## config.mk

```make
export PLATFORM = sky130hd
export DESIGN_NAME = ohlc_ram
export DESIGN_NICKNAME = d
export VERILOG_FILES = /design/src/rtl/core/ohlc_period_bar_window_top_macros.svh /design/src/rtl/core/ohlc_ram.sv
export SDC_FILE = /design/constraint.sdc
export NUM_CORES = 1
export LEC_CHECK = 0
export CORE_MARGIN = 3
export CORE_UTILIZATION = 25
export DETAILED_ROUTE_END_ITERATION = 10
export DONT_BUFFER_PORTS = 1
export PLACE_DENSITY_LB_ADDON = 0.15
export SLEW_MARGIN = 20
export SYNTH_ARGS = -nofsm -noshare
export SYNTH_HDL_FRONTEND = slang
export SYNTH_SLANG_ARGS = --single-unit
```

## constraint.sdc

```tcl
create_clock -name aclk -period 2.3 [get_ports aclk]
set_input_delay 0.115 -clock aclk [delete_from_list [all_inputs] [get_ports aclk]]
set_output_delay 0.115 -clock aclk [all_outputs]
set_load 0.005 [all_outputs]
```

## src/rtl/core/ohlc_period_bar_window_top_macros.svh

```systemverilog
// Assertion helpers for the bar window block.
`ifndef OHLC_PERIOD_BAR_WINDOW_TOP_MACROS_SVH
`define OHLC_PERIOD_BAR_WINDOW_TOP_MACROS_SVH

// Checks that a condition implies a consequence in the same cycle.
`define OHLC_ASSERT_IMP(label, clk, rstn, cond, cons) \
    label: assert property (@(posedge clk) disable iff (!rstn) (cond) |-> (cons)) \
        else $error("assertion failed");

// Checks that a condition implies a consequence in the following cycle.
`define OHLC_ASSERT_NEXT(label, clk, rstn, cond, cons) \
    label: assert property (@(posedge clk) disable iff (!rstn) (cond) |=> (cons)) \
        else $error("assertion failed");

`endif

```

## src/rtl/core/ohlc_ram.sv

```systemverilog
module ohlc_ram #(
    parameter int Width = 8,
    parameter int Depth = 16
) (
    input  logic                     aclk,
    input  logic                     we,
    input  logic [$clog2(Depth)-1:0] waddr,
    input  logic [Width-1:0]         wdata,
    input  logic [$clog2(Depth)-1:0] raddr,
    output logic [Width-1:0]         rdata
);
    logic [Width-1:0] mem [Depth];

    always_ff @(posedge aclk) begin
        if (we) begin
            mem[waddr] <= wdata;
        end
        rdata <= mem[raddr];
    end
endmodule

```

### Yosys cells after proc, flatten, opt, wreduce, memory -nomap -nowiden

Memories as Yosys holds them, arrays and structs flattened. A register that Yosys moved wholly into a read port is not among the register bits.
Index checks and enable logic that the tools add are counted.

* flip-flop bits (word level): 0
* memory bits (writable): 128
* word-level logic and storage cells: 3
* memories: 1

* multiplexer cells: 2

Memory list
* mem: words 16, width 8, rd ports 1, clocked after memory_dff 1, wr ports 1, line ohlc_ram.sv:12 `logic [Width-1:0] mem [Depth];`

Operators by type and width (count)
* $mux W1: 2

### Longest topological paths before layout

* word-level depth: 2
* gate-level depth with buffers: 5

### Worst setup path after synthesis

Ideal clock, no wire load.

* kind: in2reg
* start point: input port waddr[2]
* end point: memory mem[0][0] (enable)
* setup time: 0.383 ns
* arrival: 1.225 ns
* required time: 1.917 ns
* slack: 0.692 ns
* stages: 2
* buffers on the path: 0
* cell sequence: or3b_2 nor3_1

RTL lines
* from (decl): line ohlc_ram.sv:7 `input logic [$clog2(Depth)-1:0] waddr,`
* to (decl): line ohlc_ram.sv:12

Straight into the memory's write port.

==> results.txt <==
The run finished with clean final reports. The sum of routed wire length over all layers is 11,600 um. After floorplanning, the core was sized to cover 19,800 um^2. The worst clock skew is 5.93 ps. Setup repair after global routing left no endpoint under its margin.

The worst setup path is launched from a flop. The final weighted congestion of routability-driven global placement is 0.693. The cell depth of the worst hold path came out at 3. The antenna violation net count after detailed routing came out at 0. The max-capacitance violation count came out at 0.

For this run, the top clock speed supported by timing is ~0.73 GHz. The initial cell density of the core is 25.9%. The total iterations of the first detailed-routing run is 4. The endpoint kind of the worst setup timing path is a flop. The total die area came out at 22,300 um^2.

The total number of placement rows came out at 51. After Yosys synthesis, XOR and XNOR cells account for 0% of the synthesized area. The share of cell area taken by muxes after synthesis came out at between 15 and 20%. The internal reg-to-reg setup slack is 920 ps. The count of pins over their slew limit came out at 0. The total CTS buffers is 17. The slew at the pin closest to its max-slew limit came out at 925 ps. The clock period could shrink to 1380 ps.

The cell at the root of the clock tree is sky130_fd_sc_hd__clkbuf_16. In this run the critical register-to-register path is launched from mem[2][3]$_DFFE_PP_. The relative slew slack is about two fifths. The residual DRC count is 0.

The count of inserted antenna diode cells came out at 0. For hold timing, the worst endpoint is rdata[7]$_DFF_P_. The layout has 1,893 filler cells. The share of the clock period used by the worst path came out at about three fifths.

The latest clock arrival within the worst-skew pair is ~420 ps. Yosys mapped the design onto 19 distinct sky130hd cell types. The setup-violating endpoint count in the final report came out at 0.

The deepest level of the CTS H-tree is 4. The static leakage power came out at 1.99 nW. Of all nets on the critical path, the largest fanout is 1. The post-synthesis simple-gate area fraction came out at 3.18%. The chip width is 149 um.

The worst-case clock buffer depth came out at 2. The via count of the first global-routing pass came to 2,471. The per-instance average area after synthesis is 22.5 um^2. The post-CTS clock slew at the launch and capture registers of the worst setup and hold paths is 60 ps. During placement, the flow inserted port buffers numbering 0. The initial antenna violation count is 1.

The data required time at the worst endpoint is 2600 ps. The layout-stage area growth over the synthesis result is 20.5%. In this run, synthesis produced a sequential element count of approximately 140. In the final timing run, aggregate negative setup slack is 0 ps. The compound-gate portion of the synthesized area came out at 2.33%.

The total count of hold-check failures in the final report is 0. The vias after detailed routing is between 2k and 2.5k. The proportion of layout cells with a drive suffix above 1 is between 20% and 30%. The share of synthesized area occupied by flip-flops and latches came out at 77.8%. The worst register-to-register path ends at rdata[3]$_DFF_P_. Registers take between 4000 and 5000 um^2.

The kind of critical path is reg -> reg. The via count normalized by instance count is between 4 and 5. The number of sinks driven by the clock tree came out at 136. The largest vdd supply drop came out at 0.486 mV.

The total half-perimeter wirelength after legalization and detailed placement is slightly above 7000 um. After detailed routing, the average wire length per cell comes to approximately 21 um. The hold path startpoint is raddr[1]. The first-pass GRT wire length came out at between 15,000 and 20,000 um. The number of warnings reported in the yosys synthesis log came out at 0. After the first detailed-routing iteration, the DRC count stood at 204. The largest net degree at the start of global routing is 33.

The top-level port count came out at 26. The number of nets produced by synthesis is between 200 and 250. The cell area after synthesis is between 5000 and 6000 um^2. The core occupancy in the finished layout came out at 31.3%. In the global route stage, overall resource usage came out at 11.3%. The cell depth of the worst flop-to-flop path is 3.

TritonCTS built the clock tree. The number of nets at the end of the flow came out at 280. After synthesis, the largest family of logic cells by area is multiplexers. After global routing the overflow that remains totals 0. Dividing total power by cell area gives a power density of 934 nW/um^2. The floorplan die height is between 100 and 150 um. Counting every instance in the synthesized netlist gives 229.

After Yosys synthesis, full adders, half adders and majority gates account for 0% of the synthesized area. The footprint of the multi-input gates came out at 1060 um^2. In this run, post-CTS repair resized a total of 0 instances. The worst hold path belongs to the class in -> reg. The arrival time at the worst endpoint came out at 1680 ps.
power breakdown:
group | total, W | internal [W] | leakage (nW) | switching, W
logic | 0.000203 | 0.0000940 | 0.488 | 0.000109
clock network | 0.00280 | 0.00179 | 0.283 | 0.00101
registers | 0.00279 | 0.00277 | 1.22 | 0.0000208
cells by family after synthesis:
| kind of cell | count (synthesis) |
|---|---|
| simple gates | 35 |
| compound gates | 16 |
| flops | 136 |
| buf+inv | 10 |
| mux | 32 |
sequential cells by signal (all words and copies together), names as in the netlist:
register and count:
mem 128, rdata 8
per-layer routing:
| layer | share of wire [%] | track usage, % |
|---|---|---|
| met5 | 0.11 | 0 |
| met4 | 1.1 | 3.84 |
| met3 | 4.5 | 4.30 |
| met2 | 46 | 16.4 |
| met1 | 48 | 15.6 |
metrics by stage:
| step | cells | setup WS (ps) | hold slack, ps | power, W | cell area [um^2] |
|---|---|---|---|---|---|
| global placement | 499 | 760 | 215 | 0.00301 | 5510 |
| detailed placement | 499 | 788 | 215 | 0.00301 | 5510 |
| global route | 540 | 840 | 25.7 | 0.00600 | 6200 |
| finish | 540 | 922 | 41.2 | 0.00580 | 6200 |
| CTS | 540 | 886 | 1.72 | 0.00587 | 6200 |
| floorplan | 229 | 692 | 214 | 0.00298 | 5150 |
critical path, stage by stage (launching register included):
cell and delay, ps:
sky130_fd_sc_hd__edfxtp_1 360, sky130_fd_sc_hd__mux4_1 530, sky130_fd_sc_hd__a22oi_1 290, sky130_fd_sc_hd__nand2_1 80
repair_timing:
action | CTS | global route
setup endpoints to repair | 0 | 0
hold buffers | 9 | 0
endpoints found under the hold margin | 130 | 0
setup buffers | 0 | 0
synth_stat cells:
| cell | instances | area (um^2) |
|---|---|---|
| sky130_fd_sc_hd__buf_2 | 3 | 15.0 |
| sky130_fd_sc_hd__clkdlybuf4s25_2 | 3 | 30.0 |
| sky130_fd_sc_hd__nand3_1 | 1 | 5.00 |
| sky130_fd_sc_hd__buf_6 | 3 | 33.8 |
| sky130_fd_sc_hd__and2_1 | 1 | 6.26 |
| sky130_fd_sc_hd__nor3_1 | 4 | 20.0 |
| sky130_fd_sc_hd__nand2b_1 | 2 | 12.5 |
| sky130_fd_sc_hd__buf_4 | 1 | 7.51 |
| sky130_fd_sc_hd__and2b_1 | 1 | 7.51 |
| sky130_fd_sc_hd__edfxtp_1 | 128 | 3840 |
| sky130_fd_sc_hd__or3b_2 | 1 | 8.76 |
| sky130_fd_sc_hd__nand2_1 | 9 | 33.8 |
| sky130_fd_sc_hd__mux4_2 | 18 | 405 |
| sky130_fd_sc_hd__nor2b_1 | 1 | 6.26 |
| sky130_fd_sc_hd__dfxtp_1 | 8 | 160 |
| sky130_fd_sc_hd__nand3b_1 | 2 | 15.0 |
| sky130_fd_sc_hd__nor2_1 | 13 | 48.8 |
| sky130_fd_sc_hd__mux4_1 | 14 | 368 |
| sky130_fd_sc_hd__a22oi_1 | 16 | 120 |
layout make-up:
type                    count  share of cell area (%)
flip-flops and latches    136                    64.5
clock buffers              17                    6.86
repair buffers             24                    3.27
multi-input cells          83                    17.0
well taps                 265                    5.34
clock inverters            15                    2.96
placed cells by master, fill, tap and decap left out:
cell                            instances
sky130_fd_sc_hd__mux4_1                14
sky130_fd_sc_hd__or3b_2                 1
sky130_fd_sc_hd__and2b_1                1
sky130_fd_sc_hd__edfxtp_1             128
sky130_fd_sc_hd__nand3_1                1
sky130_fd_sc_hd__buf_4                 15
sky130_fd_sc_hd__clkbuf_16             17
sky130_fd_sc_hd__and2_1                 1
sky130_fd_sc_hd__clkinvlp_4             5
sky130_fd_sc_hd__nor3_1                 4
sky130_fd_sc_hd__nand3b_1               2
sky130_fd_sc_hd__nand2b_1               2
sky130_fd_sc_hd__mux4_2                18
sky130_fd_sc_hd__nand2_1                9
sky130_fd_sc_hd__clkinv_2               3
sky130_fd_sc_hd__dlygate4sd3_1          9
sky130_fd_sc_hd__dfxtp_1                8
sky130_fd_sc_hd__clkinv_1               3
sky130_fd_sc_hd__nor2b_1                1
sky130_fd_sc_hd__a22oi_1               16
sky130_fd_sc_hd__bufinv_16              4
sky130_fd_sc_hd__nor2_1                13
worst max-delay path by stage:
| stage | start | endpoint | slack (ps) | depth (start not counted) |
|---|---|---|---|---|
| final | mem[2][3]$_DFFE_PP_ | rdata[3]$_DFF_P_ | 920 | 3 |
| after global routing | mem[3][6]$_DFFE_PP_ | rdata[6]$_DFF_P_ | 840 | 3 |
| after CTS | mem[0][6]$_DFFE_PP_ | rdata[6]$_DFF_P_ | 890 | 3 |
| after detailed placement | waddr[2] | mem[11][3]$_DFFE_PP_ | 790 | 2 |
| after global placement | waddr[2] | mem[11][3]$_DFFE_PP_ | 760 | 2 |
| after floorplan | waddr[2] | mem[0][0]$_DFFE_PP_ | 690 | 2 |
Note: power is estimated with default switching activity, not from simulation.
