$ cat src/rtl/core/ohlc_period_bar_window_top_macros.svh
// Assertion helpers for the bar window block.
`ifndef OHLC_PERIOD_BAR_WINDOW_TOP_MACROS_SVH
`define OHLC_PERIOD_BAR_WINDOW_TOP_MACROS_SVH

// Checks that a condition implies a consequence in the same cycle.
`define OHLC_ASSERT_IMP(label, clk, rstn, cond, cons) \
    label: assert property (@(posedge clk) disable iff (!rstn) (cond) |-> (cons)) \
        else $error("assertion failed");

// Checks that a condition implies a consequence in the following cycle.
`define OHLC_ASSERT_NEXT(label, clk, rstn, cond, cons) \
    label: assert property (@(posedge clk) disable iff (!rstn) (cond) |=> (cons)) \
        else $error("assertion failed");

`endif

$ cat src/rtl/core/ohlc_pkg.sv
package ohlc_pkg;
    localparam int WindowDepth = 16;
    localparam int SlotW = $clog2(WindowDepth);
    localparam int HeldW = $clog2(WindowDepth + 1);
    localparam int MaxGapFill = 31;
    localparam int GapW = 5;
    localparam int BarW = 192;

    localparam logic [2:0] EV_ADD = 3'd0;
    localparam logic [2:0] EV_ADD_EVICT = 3'd1;
    localparam logic [2:0] EV_EVICTED = 3'd2;
    localparam logic [2:0] EV_BEFORE = 3'd3;
    localparam logic [2:0] EV_AFTER = 3'd4;

    localparam logic CFG_PERIOD = 1'b0;
    localparam logic CFG_WINDOW = 1'b1;

    typedef struct packed {
        logic [31:0] t;
        logic [31:0] o;
        logic [31:0] h;
        logic [31:0] l;
        logic [31:0] c;
        logic [31:0] v;
    } bar_t;

    typedef enum logic [3:0] {
        ST_IDLE, ST_DIV, ST_RDBACK, ST_DECIDE, ST_GAPDIV, ST_FILL_START,
        ST_INS_RD, ST_INS_EVICT, ST_INS_WR, ST_MERGE, ST_OUT_WAIT
    } state_t;

    // Request from the sequencer to the divider.
    typedef struct packed {
        logic        start;
        logic [31:0] dividend;
        logic [21:0] divisor;
    } div_req_t;

    typedef struct packed {
        logic        busy;
        logic        done;
        logic [31:0] quot;
    } div_rsp_t;
endpackage

$ cat src/rtl/core/ohlc_div.sv
module ohlc_div (
    input  logic              aclk,
    input  logic              aresetn,
    input  ohlc_pkg::div_req_t req,
    output ohlc_pkg::div_rsp_t rsp
);
    // Restoring division, one quotient bit per cycle.
    logic [31:0] quot_reg, quot_next;
    logic [21:0] rem_reg, rem_next;
    logic [21:0] dvs_reg, dvs_next;
    logic [5:0]  cnt_reg, cnt_next;
    logic        busy_reg, busy_next;
    logic        done_reg, done_next;
    logic [22:0] trial;

    always_ff @(posedge aclk) begin
        if (!aresetn) begin
            busy_reg <= 1'b0;
            done_reg <= 1'b0;
            cnt_reg <= '0;
        end else begin
            busy_reg <= busy_next;
            done_reg <= done_next;
            cnt_reg <= cnt_next;
        end
        quot_reg <= quot_next;
        rem_reg <= rem_next;
        dvs_reg <= dvs_next;
    end

    always_comb begin
        quot_next = quot_reg;
        rem_next = rem_reg;
        dvs_next = dvs_reg;
        cnt_next = cnt_reg;
        busy_next = busy_reg;
        done_next = 1'b0;
        trial = {rem_reg, quot_reg[31]} - {1'b0, dvs_reg};
        if (req.start) begin
            quot_next = req.dividend;
            rem_next = '0;
            dvs_next = req.divisor;
            cnt_next = 6'd32;
            busy_next = 1'b1;
        end else if (busy_reg) begin
            if (!trial[22]) begin
                rem_next = trial[21:0];
                quot_next = {quot_reg[30:0], 1'b1};
            end else begin
                rem_next = {rem_reg[20:0], quot_reg[31]};
                quot_next = {quot_reg[30:0], 1'b0};
            end
            cnt_next = cnt_reg - 6'd1;
            if (cnt_reg == 6'd1) begin
                busy_next = 1'b0;
                done_next = 1'b1;
            end
        end
    end

    assign rsp.busy = busy_reg;
    assign rsp.done = done_reg;
    assign rsp.quot = quot_reg;
endmodule

$ cat config.mk
export PLATFORM = sky130hd
export DESIGN_NAME = ohlc_div
export DESIGN_NICKNAME = d
export VERILOG_FILES = /design/src/rtl/core/ohlc_period_bar_window_top_macros.svh /design/src/rtl/core/ohlc_pkg.sv /design/src/rtl/core/ohlc_div.sv
export SDC_FILE = /design/constraint.sdc
export NUM_CORES = 1
export LEC_CHECK = 0
export ABC_AREA = 1
export BUFFER_PORTS_ARGS = -buffer_cell sky130_fd_sc_hd__buf_2
export CORE_MARGIN = 2
export CORE_UTILIZATION = 47
export DETAILED_ROUTE_END_ITERATION = 10
export PLACE_DENSITY = 0.76
export SLEW_MARGIN = 20
export SYNTH_ARGS = -nofsm -noshare
export SYNTH_HDL_FRONTEND = slang
export SYNTH_SLANG_ARGS = --single-unit
$ cat constraint.sdc
create_clock -name aclk -period 2.1 [get_ports aclk]
set_input_delay 0.315 -clock aclk [delete_from_list [all_inputs] [get_ports aclk]]
set_output_delay 0.315 -clock aclk [all_outputs]
set_load 0.03 [all_outputs]
==> Word-level counts from Yosys, hierarchy flattened <==
Cells that the tools add are included.
{ "classes": {"n_addsub": 2, "n_mul": 0, "div": 0, "magnitude_cmp": 0, "eq_ne": 1, "n_shift": 0, "mux": 10, "n_bitwise": 2, "reduce_logical": 3} }
{ "ops": {"columns": ["op", "count"], "rows": [
  ["$mux 32", 2],
  ["$sub 23x22->23", 1],
  ["$mux 22", 1],
  ["$mux 6", 2],
  ["$eq 6x1->1 const B", 1],
  ["$sub 6x1->6 const B", 1],
  ["$mux 1", 5],
  ["$reduce_or 3->1", 1],
  ["$not 1->1", 2],
  ["$reduce_bool 2->1", 1],
  ["$reduce_or 2->1", 1]
]} }
{ "totals": {"reg_bits": 84, "latch_bits": 0, "ram_bits": 0, "rom_bits": 0, "in_bits": 57, "output_inout_bits": 34, "elab_cells": 25, "memories": 0} }

==> Logic depth before layout (Yosys ltp) <==
Gate-level depths: netlist of the first run.
{ "depth": {"depth_word": 4, "mapped_depth": 16, "mapped_depth_nobuf": 16} }

==> Least setup slack after synthesis of the first run <==
No wires, ideal clock.
{ "synth_timing": {"path_kind": "reg-to-reg", "startpoint": "register quot_reg[31]", "endpoint": "register quot_reg[0] (data pin)", "setup_ns": 0.268, "arrival_time_ns": 2.022, "t_required_ns": 1.832, "setup_slack_ns": -0.190, "path_stages_with_launch": 12, "path_buffers": 1, "period_less_slack_ns": 2.290, "cell_sequence": "edfxtp_1 > inv_1 > ha_1 > inv_1 > fa_1 > nand2_1 > nand3_1 > nand2_1 > nand4_1 > nand2_2 > buf_6 > o21ai_0"} }
{ "synth_via": {"elab_chain_cells": 4} }
{ "synth_lines": {"columns": ["element", "line_no", "rtl"], "rows": [
  ["from (decl)", "ohlc_div.sv:8", "logic [31:0] quot_reg, quot_next;"],
  ["from (signal assigned)", "ohlc_div.sv:26", "quot_reg <= quot_next;"],
  ["$sub 23x22->23", "ohlc_div.sv:38", "trial = {rem_reg, quot_reg[31]} - {1'b0, dvs_reg};"],
  ["$mux 1", "ohlc_div.sv:46", "if (!trial[22]) begin"],
  ["$mux 32", "ohlc_div.sv:45", "end else if (busy_reg) begin"],
  ["$mux 32", "ohlc_div.sv:39", "if (req.start) begin"],
  ["named net quot_next[0]", "ohlc_div.sv:8", null]
]} }
The timed path passes the listed nets, and every way through them passes these cells. The select of a mux whose other input is x is not followed.
A chain may end at the register's enable or synchronous reset.

==> Worst setup path after layout of the first run <==
{ "layout_timing": {"startpoint": "register quot_reg[31]", "endpoint": "register rem_reg[18]"} }
{ "layout_via": {"elab_chain_cells": 2} }
{ "layout_lines": {"columns": ["element", "line_no", "rtl"], "rows": [
  ["$sub 23x22->23", "ohlc_div.sv:38", null],
  ["$mux 22", "ohlc_div.sv:46", null],
  ["to (signal assigned)", "ohlc_div.sv:27", "rem_reg <= rem_next;"],
  ["to (decl)", "ohlc_div.sv:9", "logic [21:0] rem_reg, rem_next;"]
]} }
No other way between the ends.

==> qor.yml, run 1 <==
critPathLaunch: "quot_reg[31]"
finalCritPeriodShare_pct: 96.5
ys_seq_area_share_pct: 43.8
period_minus_slack_ns: 2.03
seqCellArea_um2: 2220
grt.overflow.total: 0
synth_top_cell_area_share_pct: 32.0
final_cell_mix: "nand2_1, inv_1, buf_2"
synth_fa_ha_area_share_pct: 6.32
grt_max_degree: 44
hold_path.class: "in -> reg"
finalSetupViolCount: 0
drc_errors: 0
ys_top_cells_by_area: "edfxtp_1, nand2_1, dfxtp_1"
worstSetupPathType: "reg -> reg"
holdBufCountCts: 0
cts_tree: "yes"
dpl.hpwl_mm: 8.26
hp-start: "req[2]"
fillerInstances: 967
synth_top_family_by_area: "simple AND/OR/NAND/NOR gates"
grt_pass1_wl_mm: 19.2
maxSlewHeadroom_pct: 73.2
cp-start-kind: "flip-flop"
wl_per_cell_um: 12.0
clkSlewWorstSetupHoldPaths_ns: 0.09
synthCells: 711
die_area_um2: 11600
synth_edf_count: 54
io_pins: 91
cp.required_ns: 2.36
vias_per_cell: 4.74
grt_usage_pct: 20.8
drt-met1-wl_mm: 5.35
initial_utilization_pct: 48.7
final_nets: 902
dpl_cell_area_um2: 5760
synth_compound_area_share_pct: 2.86
synth.avg_cell_area_um2: 7.13
drtIter0Drc: 187
yosys_warnings: 0
wirelength_mm: 11.6
die_w_um: 108
largest_reg_flops: 32
cts_sinks: 84
syn-num-nets: 793
crit_end: "rem_reg[18]"
layout_commonest_cell: "nand2_1"
synth.cell_area_um2: 5070
rsz0062_at_grt: "true"
cp.arrival_ns: 2.28
r2r-end: "rem_reg[18]"
synth_seq_cells: 84
cts_made_buffers: 9
r2r-start: "quot_reg[31]"
coreArea_um2: 10400
post-route-util_pct: 60.3
antenna_found_initial: 0
drive_gt1_share_pct: 22.2
insertion_delay_ns: 0.37
fmax_mhz: 494
async_reset_ff_share_pct: 0
yosys.area_share.simple_pct: 34.0
crit_path_end_kind: "flip-flop"
cp_max_fo: 5
wl_met2_mm: 5.36
fin_ws_ns: 0.0742
fp-row-count: 37
slew_viol_final: 0
max_stage_delay_ns: 0.40
route.vias.total: 4557
reg2reg_slack_ns: 0.07
status: "finished clean"
ant_nets: 0
multi_input_area_um2: 2560
synth_ff_type: "edfxtp_1"
htreeDepth: 3
dieHeight_um: 108
yosysUniqueCellTypes: 31
port_buffers: 90
yosys.area_share.xor_xnor_pct: 1.90
top_layer_used: "met4"
dr_wl_met3_um: 692
max-cap-violations: 0
drtPass1Iterations: 5
hold_violations: 0
fin_area_um2: 6290
crit_chain: "inv_2, ha_4, inv_2, fa_2, nand2_1, nand3_2, nand2_4, nand3_2, nand2_2, nand2_4, buf_6, nor2_2, o21ai_0"
yosys.area.top_type: "edfxtp_1"
finClkSkew_ns: 0.0139
tightest_slew_ns: 0.402
muxShareOfSynthArea_pct: 0
syn_to_final_growth_pct: 24.0
insertedDiodeCount: 0
gp_routability_congestion: 0.922
tns_ns: 0
post-place-ws_ns: 0.0161
clockBufferDepth: 2
critPathSlowestCell: "edfxtp_1"
p_total_mw: 3.84
reg2reg_depth: 13
power_leakage_nw: 3.30
peakVddDrop_uv: 469
grt_pass1_vias: 4385
powerDensity_nw_per_um2: 611
root_buffer: "clkbuf_8"
kinds of logic after synthesis:
family | Yosys count
AOI/OAI and AO/OA | 26
adders and majority gates | 25
DFF | 84
buffers and inverters | 142
and+or+nand+nor | 423
xor gates and xnor gates | 11
cell type report:
class,count,share of cell area [%]
multi-input combinational,485,40.8
sequential,84,35.4
timing repair buffer,114,10.5
inverter,126,7.52
tap,136,2.71
clock buffer,10,2.03
clock inverter,6,1.13
cell usage after synthesis, types with 3 or more instances:
| cell type | n |
|---|---|
| nand3b_1 | 4 |
| nand2_2 | 4 |
| a21oi_1 | 12 |
| ha_1 | 24 |
| dfxtp_1 | 30 |
| nand4_1 | 4 |
| nor2_1 | 39 |
| xnor2_1 | 10 |
| nor3b_1 | 3 |
| nand3_1 | 36 |
| clkbuf_1 | 11 |
| edfxtp_1 | 54 |
| inv_1 | 123 |
| buf_6 | 3 |
| nor3_1 | 5 |
| o21ai_0 | 9 |
| nand2_1 | 321 |
metal layers:
layer | vias up | GRT usage [%]
li1 | 2391 | -
met1 | 2032 | 27.3
met2 | 118 | 33.5
met3 | 16 | 5.81
met4 | 0 | 6.14
met5 | - | 0
through the flow:
stage	instances	hold slack, ns
after floorplan	711	0.414
after global placement	939	0.462
after detailed placement	939	0.463
after CTS	957	0.0943
after global routing	961	0.0893
final	961	0.111
worst max-delay path, delay by kind of cell, from the launching register on:
| family | cells | cell delay [ns] |
|---|---|---|
| AO/OA/AOI/OAI | 1 | 0.09 |
| buffers and inverters | 3 | 0.29 |
| adder cells (fa/ha/maj) | 2 | 0.49 |
| flip-flops | 1 | 0.40 |
| AND/OR/NAND/NOR | 7 | 0.65 |
report_power, final:
| group | switching (mW) | leakage (nW) | internal (mW) | total, mW |
|---|---|---|---|---|
| logic | 0.443 | 2.42 | 0.247 | 0.691 |
| clock network | 0.642 | 0.0939 | 0.563 | 1.21 |
| registers | 0.0575 | 0.787 | 1.89 | 1.94 |
repair_timing:
| action | in CTS | in global routing |
|---|---|---|
| cloned | 0 | 1 |
| setup buffers | 2 | 3 |
| resized for setup | 4 | 56 |
| endpoints found under the setup margin | 2 | 23 |
| pin swaps | 3 | 29 |
how the worst min path moves through the flow:
stage / endpoint / slack, ns / cells past startpoint
final: dvs_reg[2] / 0.11 / 1
after global routing: dvs_reg[4] / 0.09 / 1
after CTS: dvs_reg[4] / 0.09 / 1
after detailed placement: rem_reg[13] / 0.46 / 2
after global placement: rem_reg[2] / 0.46 / 2
after floorplan: dvs_reg[0] / 0.41 / 0
Power figures use the tool's default switching activity.
==> run 2, diff against run 1 <==
RECOVER_POWER = 100   (was unset)
==> qor.yml, run 2 (same netlist as run 1, synthesis figures left out) <==
p_total_mw: 3.82  # -0.48%
hold_path.class: "in -> reg"
cp-start-kind: "flip-flop"
cp.arrival_ns: 2.28  # about the same
clkSlewWorstSetupHoldPaths_ns: 0.10  # about the same
final_cell_mix: "nand2_1, inv_1, buf_2"
die_w_um: 108  # unchanged
powerDensity_nw_per_um2: 613  # +0.28%
peakVddDrop_uv: 460  # -2.1%
crit_path_end_kind: "flip-flop"
worstSetupPathType: "reg -> reg"
cts_tree: "yes"
final_nets: 902  # unchanged
port_buffers: 90  # unchanged
wl_per_cell_um: 12.1  # about the same
gp_routability_congestion: 0.922  # unchanged
fin_ws_ns: 0.0718  # -0.00236 ns
insertedDiodeCount: 0  # unchanged
tightest_slew_ns: 0.788  # +0.385 ns
fin_hold_ws_ns: 0.111  # -0.000451 ns
largest_reg_flops: 32  # unchanged
layout_commonest_cell: "nand2_1"
drc_errors: 0  # unchanged
finalSetupViolCount: 0  # unchanged
route.vias.total: 4591  # +0.75%
cp.required_ns: 2.35  # about the same
hold_violations: 0  # unchanged
grt_pass1_wl_mm: 19.2  # unchanged
max-cap-violations: 0  # unchanged
fp-row-count: 37  # unchanged
grt.overflow.total: 0  # unchanged
vias_per_cell: 4.78  # +0.75%
slew_viol_final: 0  # unchanged
drtIter0Drc: 227  # +21%
htreeDepth: 3  # unchanged
maxSlewHeadroom_pct: 47.5  # -26 points
dieHeight_um: 108  # unchanged
coreArea_um2: 10400  # unchanged
ant_nets: 0  # unchanged
die_area_um2: 11600  # unchanged
cts_made_buffers: 9  # unchanged
grt_pass1_vias: 4385  # unchanged
rsz0062_at_grt: "true"
post-place-ws_ns: 0.0161  # unchanged
stdcell_count: 961  # unchanged
wirelength_mm: 11.6  # about the same
fmax_mhz: 493  # -0.12%
power_leakage_nw: 3.20  # -3.1%
drtPass1Iterations: 5  # unchanged
cp_max_fo: 5  # unchanged
grt_usage_pct: 20.8  # unchanged
finClkSkew_ns: 0.0166  # +0.00270 ns
root_buffer: "clkbuf_8"
syn_to_final_growth_pct: 23.1
cts_sinks: 84  # unchanged
dp.cells: 939  # unchanged
insertion_delay_ns: 0.37  # about the same
drive_gt1_share_pct: 18.1  # -4.1 points
initial_utilization_pct: 48.7  # unchanged
dpl_cell_area_um2: 5760  # unchanged
grt_max_degree: 44  # unchanged
dpl.hpwl_mm: 8.26  # unchanged
reg2reg_slack_ns: 0.07  # about the same
status: "finished clean"
antenna_found_initial: 0  # unchanged
io_pins: 91  # unchanged
period_minus_slack_ns: 2.03  # +0.00236 ns
fin_area_um2: 6240  # -0.76%
finalCritPeriodShare_pct: 96.6  # +0.11 points
clockBufferDepth: 2  # unchanged
-- run 2: changes by cell type in the layout (fill, tap and decap cells not counted) --
cell / change
buf_4: -2
buf_2: -34
clkbuf_2: +2
clkbuf_1: +34
-- run 2: final timing paths --
check,from,endpoint,cells after the start
max,quot_reg[31],rem_reg[18],13
min,req[2],dvs_reg[2],1
max reg2reg,quot_reg[31],rem_reg[18],13
min reg2reg,rem_reg[3],rem_reg[3],2
-- run 2: cell type report --
type / instances / area [µm²]
Clock buffer: 10 / 128
Multi-Input combinational cell: 485 / 2560
Tap cell: 136 / 170
Clock inverter: 6 / 71.3
Inverter: 126 / 473
Timing Repair Buffer: 114 / 611
Sequential cell: 84 / 2220
Fill cell: 986 / 4180
-- run 2: where the power goes --
part / switching [mW] / internal [mW] / total, mW
registers: 0.0589 / 1.89 / 1.95
clock network: 0.641 / 0.563 / 1.20
logic: 0.444 / 0.228 / 0.672
-- run 2: critical path, stage by stage, from the launching register on --
cell and delay (ns):
edfxtp_1 0.40, inv_2 0.10, ha_4 0.13, inv_2 0.04, fa_2 0.36, nand2_1 0.08, nand3_2 0.09, nand2_4 0.11
nand3_2 0.10, nand2_2 0.09, nand2_4 0.09, buf_6 0.15, nor2_2 0.09, o21ai_0 0.09
-- run 2: timing repair --
item | in CTS | in global routing
resized for setup | 4 | 56
pin swaps | 3 | 29
setup buffers | 2 | 3
hold buffers | 0 | 0
gates cloned | 0 | 1
endpoints found under the setup margin | 2 | 23
-- run 2: routing by layer --
layer  share of wire (%)  up-vias  global-route usage [%]
met5                   0        -                       0
met4                 1.5        0                    6.14
met3                 6.0       17                    5.81
met2                  46      139                    33.5
met1                  46     2044                    27.3
li1                    -     2391                       -
-- run 2: through the flow --
stage / utilization [%] / setup TNS, ns
after floorplan: - / -0.803
after global placement: 55.3 / 0
after detailed placement: 55.3 / 0
after CTS: 57.4 / -0.000539
after global routing: 59.9 / -0.479
final: 59.9 / 0
